## config.mk

```make
export PLATFORM = sky130hd
export DESIGN_NAME = frame_peak_amplitude_extractor_top_flat
export DESIGN_NICKNAME = d
export VERILOG_FILES = /design/src/rtl/core/fpae_pkg.sv /design/src/rtl/core/fpae_in_if.sv /design/src/rtl/core/fpae_out_if.sv /design/src/rtl/core/fpae_cfg_if.sv /design/src/rtl/core/frame_peak_amplitude_extractor_top.sv /design/src/rtl/core/fpae_front.sv /design/src/rtl/core/fpae_queue.sv /design/src/rtl/core/fpae_back.sv /design/src/flat_wrapper.sv
export SDC_FILE = /design/constraint.sdc
export NUM_CORES = 1
export LEC_CHECK = 0
export BUFFER_PORTS_ARGS = -buffer_cell sky130_fd_sc_hd__buf_4
export CAP_MARGIN = 25
export CORE_ASPECT_RATIO = 0.75
export CORE_MARGIN = 2
export CORE_UTILIZATION = 55
export CTS_CLUSTER_SIZE = 8
export DETAILED_ROUTE_END_ITERATION = 16
export HOLD_SLACK_MARGIN = 0.15
export PLACE_DENSITY = 0.85
export SLEW_MARGIN = 15
export SYNTH_ARGS = -nofsm -noshare
export SYNTH_HDL_FRONTEND = slang
export SYNTH_SLANG_ARGS = --single-unit
```

## constraint.sdc

```tcl
create_clock -name clk -period 16.55 [get_ports clk]
set_input_delay 0.8275 -clock clk [delete_from_list [all_inputs] [get_ports clk]]
set_output_delay 0.8275 -clock clk [all_outputs]
set_load 0.03 [all_outputs]
```

## src/rtl/core/fpae_pkg.sv

```systemverilog
// Package with the widths, types and register codes of the frame peak amplitude extractor.
package fpae_pkg;

	localparam int CHANNELS    = 2;
	localparam int CH_W        = 1;
	localparam int SAMPLE_W    = 16;
	localparam int MAG_W       = 16;
	localparam int TIME_W      = 32;
	localparam int RATE_W      = 18;
	localparam int LEN_W       = 16;
	localparam int CIU_W       = 2;
	localparam int CFG_IDX_W   = 2;
	localparam int CFG_DATA_W  = 18;
	localparam int QUEUE_DEPTH = 4;
	localparam int QPTR_W      = $clog2(QUEUE_DEPTH);
	localparam int QCNT_W      = $clog2(QUEUE_DEPTH + 1);

	localparam logic [LEN_W-1:0]  FRAME_SAMPLES_RST   = LEN_W'(4410);
	localparam logic [RATE_W-1:0] SAMPLE_RATE_RST     = RATE_W'(44100);
	localparam logic [CIU_W-1:0]  CHANNELS_IN_USE_RST = CIU_W'(2);

	typedef enum logic [CFG_IDX_W-1:0] {
		REG_RUN_ENABLE      = 2'd0,
		REG_FRAME_SAMPLES   = 2'd1,
		REG_SAMPLE_RATE     = 2'd2,
		REG_CHANNELS_IN_USE = 2'd3
	} cfg_reg_t;

	typedef struct packed {
		logic              run_enable;
		logic [LEN_W-1:0]  frame_samples;
		logic [RATE_W-1:0] sample_rate;
		logic [CIU_W-1:0]  channels_in_use;
	} cfg_t;

	typedef struct packed {
		logic [CH_W-1:0]  ch;
		logic [MAG_W-1:0] mag;
	} q_item_t;

endpackage

```

## src/rtl/core/fpae_in_if.sv

```systemverilog
// Input channel carrying one tagged PCM sample per item.
interface fpae_in_if;
	import fpae_pkg::*;

	logic                valid;
	logic                ready;
	logic [CH_W-1:0]     channel;
	logic signed [SAMPLE_W-1:0] sample;

	modport source (output valid, output channel, output sample, input ready);
	modport sink (input valid, input channel, input sample, output ready);
endinterface

```

## src/rtl/core/fpae_out_if.sv

```systemverilog
// Result channel carrying one completed frame per item.
interface fpae_out_if;
	import fpae_pkg::*;

	logic              valid;
	logic              ready;
	logic [CH_W-1:0]   out_channel;
	logic [MAG_W-1:0]  peak;
	logic [TIME_W-1:0] start_time;
	logic [RATE_W-1:0] time_unit;
	logic [LEN_W-1:0]  frame_length;

	modport source (output valid, output out_channel, output peak, output start_time,
		output time_unit, output frame_length, input ready);
	modport sink (input valid, input out_channel, input peak, input start_time,
		input time_unit, input frame_length, output ready);
endinterface

```

## src/rtl/core/fpae_cfg_if.sv

```systemverilog
// Configuration write channel carrying a register index and write data.
interface fpae_cfg_if;
	import fpae_pkg::*;

	logic                  valid;
	logic                  ready;
	logic [CFG_IDX_W-1:0]  index;
	logic [CFG_DATA_W-1:0] data;

	modport source (output valid, output index, output data, input ready);
	modport sink (input valid, input index, input data, output ready);
endinterface

```

## src/rtl/core/frame_peak_amplitude_extractor_top.sv

```systemverilog
// Top level of the frame peak amplitude extractor.
// The block takes one sample per clock cycle on its sample channel while its queue is not full
// and reports the peak magnitude of every completed frame of each channel on its result channel.
// A result is offered once the last sample of its frame has been accepted: the accepting edge
// writes the four-entry queue, and the frame engine, whose read-modify-write of the per-channel
// peak, count and total sets the rate, pops that sample and loads the result register. While a
// result waits to be taken the frame engine pops nothing, so the next samples flow only into the
// queue; the queue absorbs short stalls.
// Configuration writes are always taken and should be made while no sample is in flight;
// writing 1 to run_enable clears all totals and partial frames.
module frame_peak_amplitude_extractor_top (
	input logic        clk,
	input logic        arst_n,
	fpae_in_if.sink    smp,
	fpae_out_if.source res,
	fpae_cfg_if.sink   cfg
);
	import fpae_pkg::*;

	cfg_t    cfg_q;
	logic    clear;
	logic    push;
	logic    pop;
	logic    q_empty;
	logic    q_full;
	q_item_t push_item;
	q_item_t head;

	assign cfg.ready = 1'b1;
	assign clear = cfg.valid && cfg.ready
		&& (cfg_reg_t'(cfg.index) == REG_RUN_ENABLE) && cfg.data[0];

	always_ff @(posedge clk or negedge arst_n) begin
		if (!arst_n) begin
			cfg_q.run_enable      <= 1'b0;
			cfg_q.frame_samples   <= FRAME_SAMPLES_RST;
			cfg_q.sample_rate     <= SAMPLE_RATE_RST;
			cfg_q.channels_in_use <= CHANNELS_IN_USE_RST;
		end else if (cfg.valid && cfg.ready) begin
			unique case (cfg_reg_t'(cfg.index))
				REG_RUN_ENABLE:      cfg_q.run_enable      <= cfg.data[0];
				REG_FRAME_SAMPLES:   cfg_q.frame_samples   <= cfg.data[LEN_W-1:0];
				REG_SAMPLE_RATE:     cfg_q.sample_rate     <= cfg.data[RATE_W-1:0];
				REG_CHANNELS_IN_USE: cfg_q.channels_in_use <= cfg.data[CIU_W-1:0];
				default: begin
				end
			endcase
		end
	end

	fpae_front u_front (
		.smp       (smp),
		.cfg       (cfg_q),
		.q_full    (q_full),
		.push      (push),
		.push_item (push_item)
	);

	fpae_queue u_queue (
		.clk       (clk),
		.arst_n    (arst_n),
		.push      (push),
		.push_item (push_item),
		.pop       (pop),
		.head      (head),
		.empty     (q_empty),
		.full      (q_full)
	);

	fpae_back u_back (
		.clk    (clk),
		.arst_n (arst_n),
		.cfg    (cfg_q),
		.clear  (clear),
		.head   (head),
		.empty  (q_empty),
		.pop    (pop),
		.res    (res)
	);
endmodule

```

## src/rtl/core/fpae_front.sv

```systemverilog
// Front end: accepts samples, drops inactive ones and forms the magnitude for the queue.
module fpae_front (
	fpae_in_if.sink         smp,
	input  fpae_pkg::cfg_t  cfg,
	input  logic            q_full,
	output logic            push,
	output fpae_pkg::q_item_t push_item
);
	import fpae_pkg::*;

	logic keep;
	logic [SAMPLE_W-1:0] raw;

	assign raw = smp.sample;
	assign smp.ready = !q_full;

	assign keep = cfg.run_enable
		&& (CIU_W'(smp.channel) < cfg.channels_in_use)
		&& (32'(smp.channel) < CHANNELS);

	assign push = smp.valid && smp.ready && keep;

	always_comb begin
		push_item.ch = smp.channel;
		if (raw[SAMPLE_W-1]) begin
			push_item.mag = MAG_W'(~raw + SAMPLE_W'(1));
		end else begin
			push_item.mag = MAG_W'(raw);
		end
	end
endmodule

```

## src/rtl/core/fpae_queue.sv

```systemverilog
// Short first-in first-out queue between the front end and the frame engine.
module fpae_queue (
	input  logic              clk,
	input  logic              arst_n,
	input  logic              push,
	input  fpae_pkg::q_item_t push_item,
	input  logic              pop,
	output fpae_pkg::q_item_t head,
	output logic              empty,
	output logic              full
);
	import fpae_pkg::*;

	q_item_t             mem_q [QUEUE_DEPTH];
	logic [QPTR_W-1:0]   wr_ptr_q;
	logic [QPTR_W-1:0]   rd_ptr_q;
	logic [QCNT_W-1:0]   count_q;

	assign empty = (count_q == '0);
	assign full  = (count_q == QCNT_W'(QUEUE_DEPTH));
	assign head  = mem_q[rd_ptr_q];

	always_ff @(posedge clk) begin
		if (push) begin
			mem_q[wr_ptr_q] <= push_item;
		end
	end

	always_ff @(posedge clk or negedge arst_n) begin
		if (!arst_n) begin
			wr_ptr_q <= '0;
			rd_ptr_q <= '0;
			count_q  <= '0;
		end else begin
			if (push) begin
				wr_ptr_q <= wr_ptr_q + QPTR_W'(1);
			end
			if (pop) begin
				rd_ptr_q <= rd_ptr_q + QPTR_W'(1);
			end
			if (push && !pop) begin
				count_q <= count_q + QCNT_W'(1);
			end else if (pop && !push) begin
				count_q <= count_q - QCNT_W'(1);
			end
		end
	end
endmodule

```

## src/rtl/core/fpae_back.sv

```systemverilog
// Frame engine: per-channel peak, count and total, with the registered result stage.
module fpae_back (
	input  logic              clk,
	input  logic              arst_n,
	input  fpae_pkg::cfg_t    cfg,
	input  logic              clear,
	input  fpae_pkg::q_item_t head,
	input  logic              empty,
	output logic              pop,
	fpae_out_if.source        res
);
	import fpae_pkg::*;

	logic [MAG_W-1:0]  peak_q  [CHANNELS];
	logic [LEN_W-1:0]  count_q [CHANNELS];
	logic [TIME_W-1:0] total_q [CHANNELS];

	logic              res_valid_q;
	logic [CH_W-1:0]   res_ch_q;
	logic [MAG_W-1:0]  res_peak_q;
	logic [TIME_W-1:0] res_start_q;
	logic [RATE_W-1:0] res_rate_q;
	logic [LEN_W-1:0]  res_len_q;

	logic [MAG_W-1:0]  cur_peak;
	logic [MAG_W-1:0]  new_peak;
	logic [LEN_W:0]    new_count;
	logic [LEN_W-1:0]  len;
	logic              done;

	assign pop = !empty && (!res_valid_q || res.ready);

	assign cur_peak  = peak_q[head.ch];
	assign new_peak  = (head.mag > cur_peak) ? head.mag : cur_peak;
	assign new_count = {1'b0, count_q[head.ch]} + (LEN_W + 1)'(1);
	assign len       = (cfg.frame_samples == '0) ? LEN_W'(1) : cfg.frame_samples;
	assign done      = (new_count >= {1'b0, len});

	always_ff @(posedge clk or negedge arst_n) begin
		if (!arst_n) begin
			for (int c = 0; c < CHANNELS; c++) begin
				peak_q[c]  <= '0;
				count_q[c] <= '0;
				total_q[c] <= '0;
			end
		end else if (clear) begin
			for (int c = 0; c < CHANNELS; c++) begin
				peak_q[c]  <= '0;
				count_q[c] <= '0;
				total_q[c] <= '0;
			end
		end else if (pop) begin
			if (done) begin
				peak_q[head.ch]  <= '0;
				count_q[head.ch] <= '0;
				total_q[head.ch] <= total_q[head.ch] + TIME_W'(len);
			end else begin
				peak_q[head.ch]  <= new_peak;
				count_q[head.ch] <= new_count[LEN_W-1:0];
			end
		end
	end

	always_ff @(posedge clk or negedge arst_n) begin
		if (!arst_n) begin
			res_valid_q <= 1'b0;
		end else if (pop && done) begin
			res_valid_q <= 1'b1;
		end else if (res.ready) begin
			res_valid_q <= 1'b0;
		end
	end

	always_ff @(posedge clk) begin
		if (pop && done) begin
			res_ch_q    <= head.ch;
			res_peak_q  <= new_peak;
			res_start_q <= total_q[head.ch];
			res_rate_q  <= cfg.sample_rate;
			res_len_q   <= len;
		end
	end

	assign res.valid        = res_valid_q;
	assign res.out_channel  = res_ch_q;
	assign res.peak         = res_peak_q;
	assign res.start_time   = res_start_q;
	assign res.time_unit    = res_rate_q;
	assign res.frame_length = res_len_q;
endmodule

```

## src/flat_wrapper.sv

```systemverilog
// flat-port wrapper written by rule: the top's interface ports become plain ports
module frame_peak_amplitude_extractor_top_flat import fpae_pkg::*;
  (clk, arst_n, smp_valid, smp_channel, smp_sample, smp_ready, res_valid, res_out_channel, res_peak, res_start_time, res_time_unit, res_frame_length, res_ready, cfg_valid, cfg_index, cfg_data, cfg_ready);
  fpae_in_if smp_i ();
  fpae_out_if res_i ();
  fpae_cfg_if cfg_i ();
  input logic clk;
  input logic arst_n;
  input wire logic [$bits(smp_i.valid)-1:0] smp_valid;
  input wire logic [$bits(smp_i.channel)-1:0] smp_channel;
  input wire logic [$bits(smp_i.sample)-1:0] smp_sample;
  output wire logic [$bits(smp_i.ready)-1:0] smp_ready;
  output wire logic [$bits(res_i.valid)-1:0] res_valid;
  output wire logic [$bits(res_i.out_channel)-1:0] res_out_channel;
  output wire logic [$bits(res_i.peak)-1:0] res_peak;
  output wire logic [$bits(res_i.start_time)-1:0] res_start_time;
  output wire logic [$bits(res_i.time_unit)-1:0] res_time_unit;
  output wire logic [$bits(res_i.frame_length)-1:0] res_frame_length;
  input wire logic [$bits(res_i.ready)-1:0] res_ready;
  input wire logic [$bits(cfg_i.valid)-1:0] cfg_valid;
  input wire logic [$bits(cfg_i.index)-1:0] cfg_index;
  input wire logic [$bits(cfg_i.data)-1:0] cfg_data;
  output wire logic [$bits(cfg_i.ready)-1:0] cfg_ready;
  assign smp_i.valid = smp_valid;
  assign smp_i.channel = smp_channel;
  assign smp_i.sample = smp_sample;
  assign smp_ready = smp_i.ready;
  assign res_valid = res_i.valid;
  assign res_out_channel = res_i.out_channel;
  assign res_peak = res_i.peak;
  assign res_start_time = res_i.start_time;
  assign res_time_unit = res_i.time_unit;
  assign res_frame_length = res_i.frame_length;
  assign res_i.ready = res_ready;
  assign cfg_i.valid = cfg_valid;
  assign cfg_i.index = cfg_index;
  assign cfg_i.data = cfg_data;
  assign cfg_ready = cfg_i.ready;
  frame_peak_amplitude_extractor_top u_core (.clk(clk), .arst_n(arst_n), .smp(smp_i), .res(res_i), .cfg(cfg_i));
endmodule
```

==> flow_summary_export.csv <==
group,metric,value,unit
final_layout,fin_util,64.8,%
worst_setup_path,startpoint,"u_core.u_queue.rd_ptr_q[1]",
placement,placed_area,16600,um^2
detailed_routing,drcViolationCount,0,
global_routing,grt_antenna_before_repair,0,
final_layout,nFillCells,1946,
clocking,path_clk_slew,50,ps
global_routing,grt_pass1_vias,11000,
placement,numPortBuffers,126,
detailed_routing,viasPerCell,6.24,
synthesis,synth_edf_count,151,
synthesis,ys_warn_count,0,
final_layout,multi_input_area,6070,um^2
timing,tightest_slew,1010,ps
power_and_ir_drop,vdd_drop_max,0.0943,mV
worst_setup_path,r2r-start,"u_core.u_queue.rd_ptr_q[1]",
timing,hold_ws,346,ps
worst_setup_path,path_cells,"mux2i_1 -> mux2_4 -> clkinv_2 -> buf_4 -> nor3_1 -> o21ai_0 -> nand2b_1 -> xnor2_1 -> inv_1 -> ha_1 -> nand4_1 -> o31ai_1 -> a21oi_2 -> buf_4 -> nor2_4 -> buf_4",
clocking,clk_latency,560,ps
timing,hold_viol_final,0,
power_and_ir_drop,leakagePower,7.82,nW
worst_setup_path,crit_slowest_cell,"dfrtp_1",
timing,finalCriticalPeriod,7000,ps
run_status,outcome,"finished, final reports clean",
worst_setup_path,cp.arrival,7170,ps
clocking,cts.sinks,324,
placement,hpwl,24300,um
global_routing,grt.overflow.total,0,
timing,setup_viol_count_final,0,
timing,grt_setup_unrepaired,"false",
timing,tns,0,ps
detailed_routing,ant_nets,0,
final_layout,seq_area,8880,um^2
final_layout,n_antenna_cell,0,
final_layout,layout_commonest_cell,"nand2_1",
timing,relSlewSlack,32.4,%
detailed_routing,drt-pass1-iter-count,6,
timing,setup_slack,9550,ps
synthesis,syn-instance-count,1268,
floorplan,fp.coreArea,27800,um^2
worst_setup_path,crit_family,"buffers and inverters",
min_path,hold_path.class,"in2async",
global_routing,grt.total_usage,25.9,%
floorplan,ios,128,
floorplan,rows,53,
detailed_routing,routed_wirelength,37800,um
global_routing,grt_pass1_wl,59700,um
clocking,cts_root_buffer,"clkbuf_16",
floorplan,start_util,55.5,%
final_layout,postLayoutCellArea,18000,um^2
global_routing,grt_max_degree,95,
synthesis,synth-async-reset-ratio,53.4,%
detailed_routing,wl_per_cell,21.2,um
worst_setup_path,worst_ep_required_time,16720,ps
worst_setup_path,crit_buf_inv,5,
synthesis,ys_seq_area_share,57.5,%
placement,dp.cells,1693,
worst_setup_path,cp-end-kind,"flip-flop",
clocking,cts_resized,0,
worst_setup_path,path_class,"reg2reg",
final_layout,area_delta_synth_final,16.7,%
final_layout,drive_above_1_share,20.5,%
final_layout,layout_common_cells,"nand2_1, dfrtp_1, edfxtp_1",
synthesis,syn-cell-area,15400,um^2
clocking,cts_buffers,46,
timing,slew_viol_final,0,
worst_setup_path,cp-start-kind,"flip-flop",
floorplan,dieHeight,149,um
detailed_routing,num_vias,11100,
final_layout,final_cells,1780,
run,drv_cap,0,
final_layout,fin_nets,1486,
timing,finClkSkew,21.5,ps
timing,max_freq,143,MHz
clocking,clock_path_buffers,3,
worst_setup_path,cp_max_fo,63,
timing,min_period_over_period,42.3,%
clocking,htree_levels,2,
power_and_ir_drop,powerDensity,153,nW/um^2
worst_setup_path,slowest_delay,980,ps
detailed_routing,drtIter0Drc,1281,
synthesis,synth_flop_cell,"dfrtp_1",
synthesis,ys_types,78,
power_and_ir_drop,finalPower,2.76,mW
synthesis,ys_ff_latch,324,
floorplan,floorplan.die.width,197,um
placement,dp_slack,9060,ps
synthesis,syn_avg_cell_area,12.2,um^2
floorplan,die_area,29400,um^2
clocking,post-cts-setup-buffers,0,
synthesis,syn_nets,1367,
placement,gp_congestion,0.908,
clocking,tritoncts,"built",
clocking,hold_buffers,0,
worst_setup_path,path_common_cell,"buf_4",
[worst paths after layout]
kind	slack (ps)	cells after the start	end
worst min-delay path	350	1	u_core.u_back.total_q[52]
worst max register to register	9550	16	u_core.u_back.res.start_time[21]
max in group asynchronous	14870	3	u_core.cfg_q[32]
worst max-delay path	9550	16	u_core.u_back.res.start_time[21]
min in group clk	450	0	u_core.u_back.res.time_unit[7]
worst min register to register	450	0	u_core.u_back.res.time_unit[7]
[power by group]
part	leakage (nW)	internal [mW]	switching, mW	total, mW
clock	0.635	0.529	0.338	0.867
sequential	3.70	0.958	0.0772	1.04
combinational	3.49	0.348	0.511	0.860
[routing by layer]
metal / routed length [um] / global-route usage, %
met5: 0 / 0
met2: 17300 / 39.5
met4: 959 / 7.71
met1: 16100 / 37.4
met3: 3520 / 5.74
[area by class of cell]
| cell class | count | share of cell area [%] |
|---|---|---|
| Clock buffer | 81 | 7.24 |
| Clock inverter | 3 | 0.188 |
| Inverter | 52 | 1.09 |
| Multi-Input combinational cell | 824 | 33.7 |
| Sequential cell | 324 | 49.3 |
| Tap cell | 357 | 2.48 |
| Timing Repair Buffer | 139 | 5.99 |
[state kept, by name, summed over array words and instances, names as in the netlist]
signal	count
u_core.cfg_q	37
u_core.u_back.count_q	32
u_core.u_back.peak_q	32
u_core.u_back.res.frame_length	16
u_core.u_back.res.out_channel	1
u_core.u_back.res.peak	16
u_core.u_back.res.start_time	32
u_core.u_back.res.time_unit	18
u_core.u_back.res.valid	1
u_core.u_back.total_q	64
u_core.u_queue.count_q	3
u_core.u_queue.mem_q	68
u_core.u_queue.rd_ptr_q	2
u_core.u_queue.wr_ptr_q	2
[kinds of logic (layout without fill, tap and decap cells)]
family	count (synthesis)	in the layout	share of synthesized area, %
and+or+nand+nor	339	339	10.3
DFF	324	324	57.5
AOI/OAI and AO/OA	276	276	13.2
buffers and inverters	120	275	3.29
muxes	92	92	7.63
xor gates and xnor gates	59	59	3.35
adders and majority gates	57	57	4.72
other	1	1	0.0243
[synth_stat cells, types with 24 or more instances]
| library cell | instances | share of area [%] |
|---|---|---|
| mux2i_1 | 27 | 1.8 |
| nor2_1 | 34 | 0.83 |
| o21ai_0 | 30 | 0.97 |
| ha_1 | 55 | 4.5 |
| mux2_2 | 48 | 3.5 |
| a22o_1 | 92 | 5.2 |
| clkbuf_1 | 40 | 0.97 |
| nand2_1 | 183 | 4.5 |
| o21ai_1 | 24 | 0.78 |
| inv_1 | 51 | 1.2 |
| xnor2_1 | 41 | 2.3 |
| nand3_1 | 24 | 0.78 |
| dfrtp_1 | 160 | 26 |
| edfxtp_1 | 151 | 29 |
| a21oi_1 | 42 | 1.4 |
[worst register-to-register path, delay by kind of cell, from the launching register on]
| kind | cells | cell delay [ps] |
|---|---|---|
| AO/OA/AOI/OAI | 3 | 970 |
| flip-flops | 1 | 980 |
| XOR/XNOR | 1 | 260 |
| AND/OR/NAND/NOR | 4 | 930 |
| multiplexers | 2 | 870 |
| buffers and inverters | 5 | 2280 |
| adder cells (fa/ha/maj) | 1 | 330 |
Power figures use the tool's default switching activity.
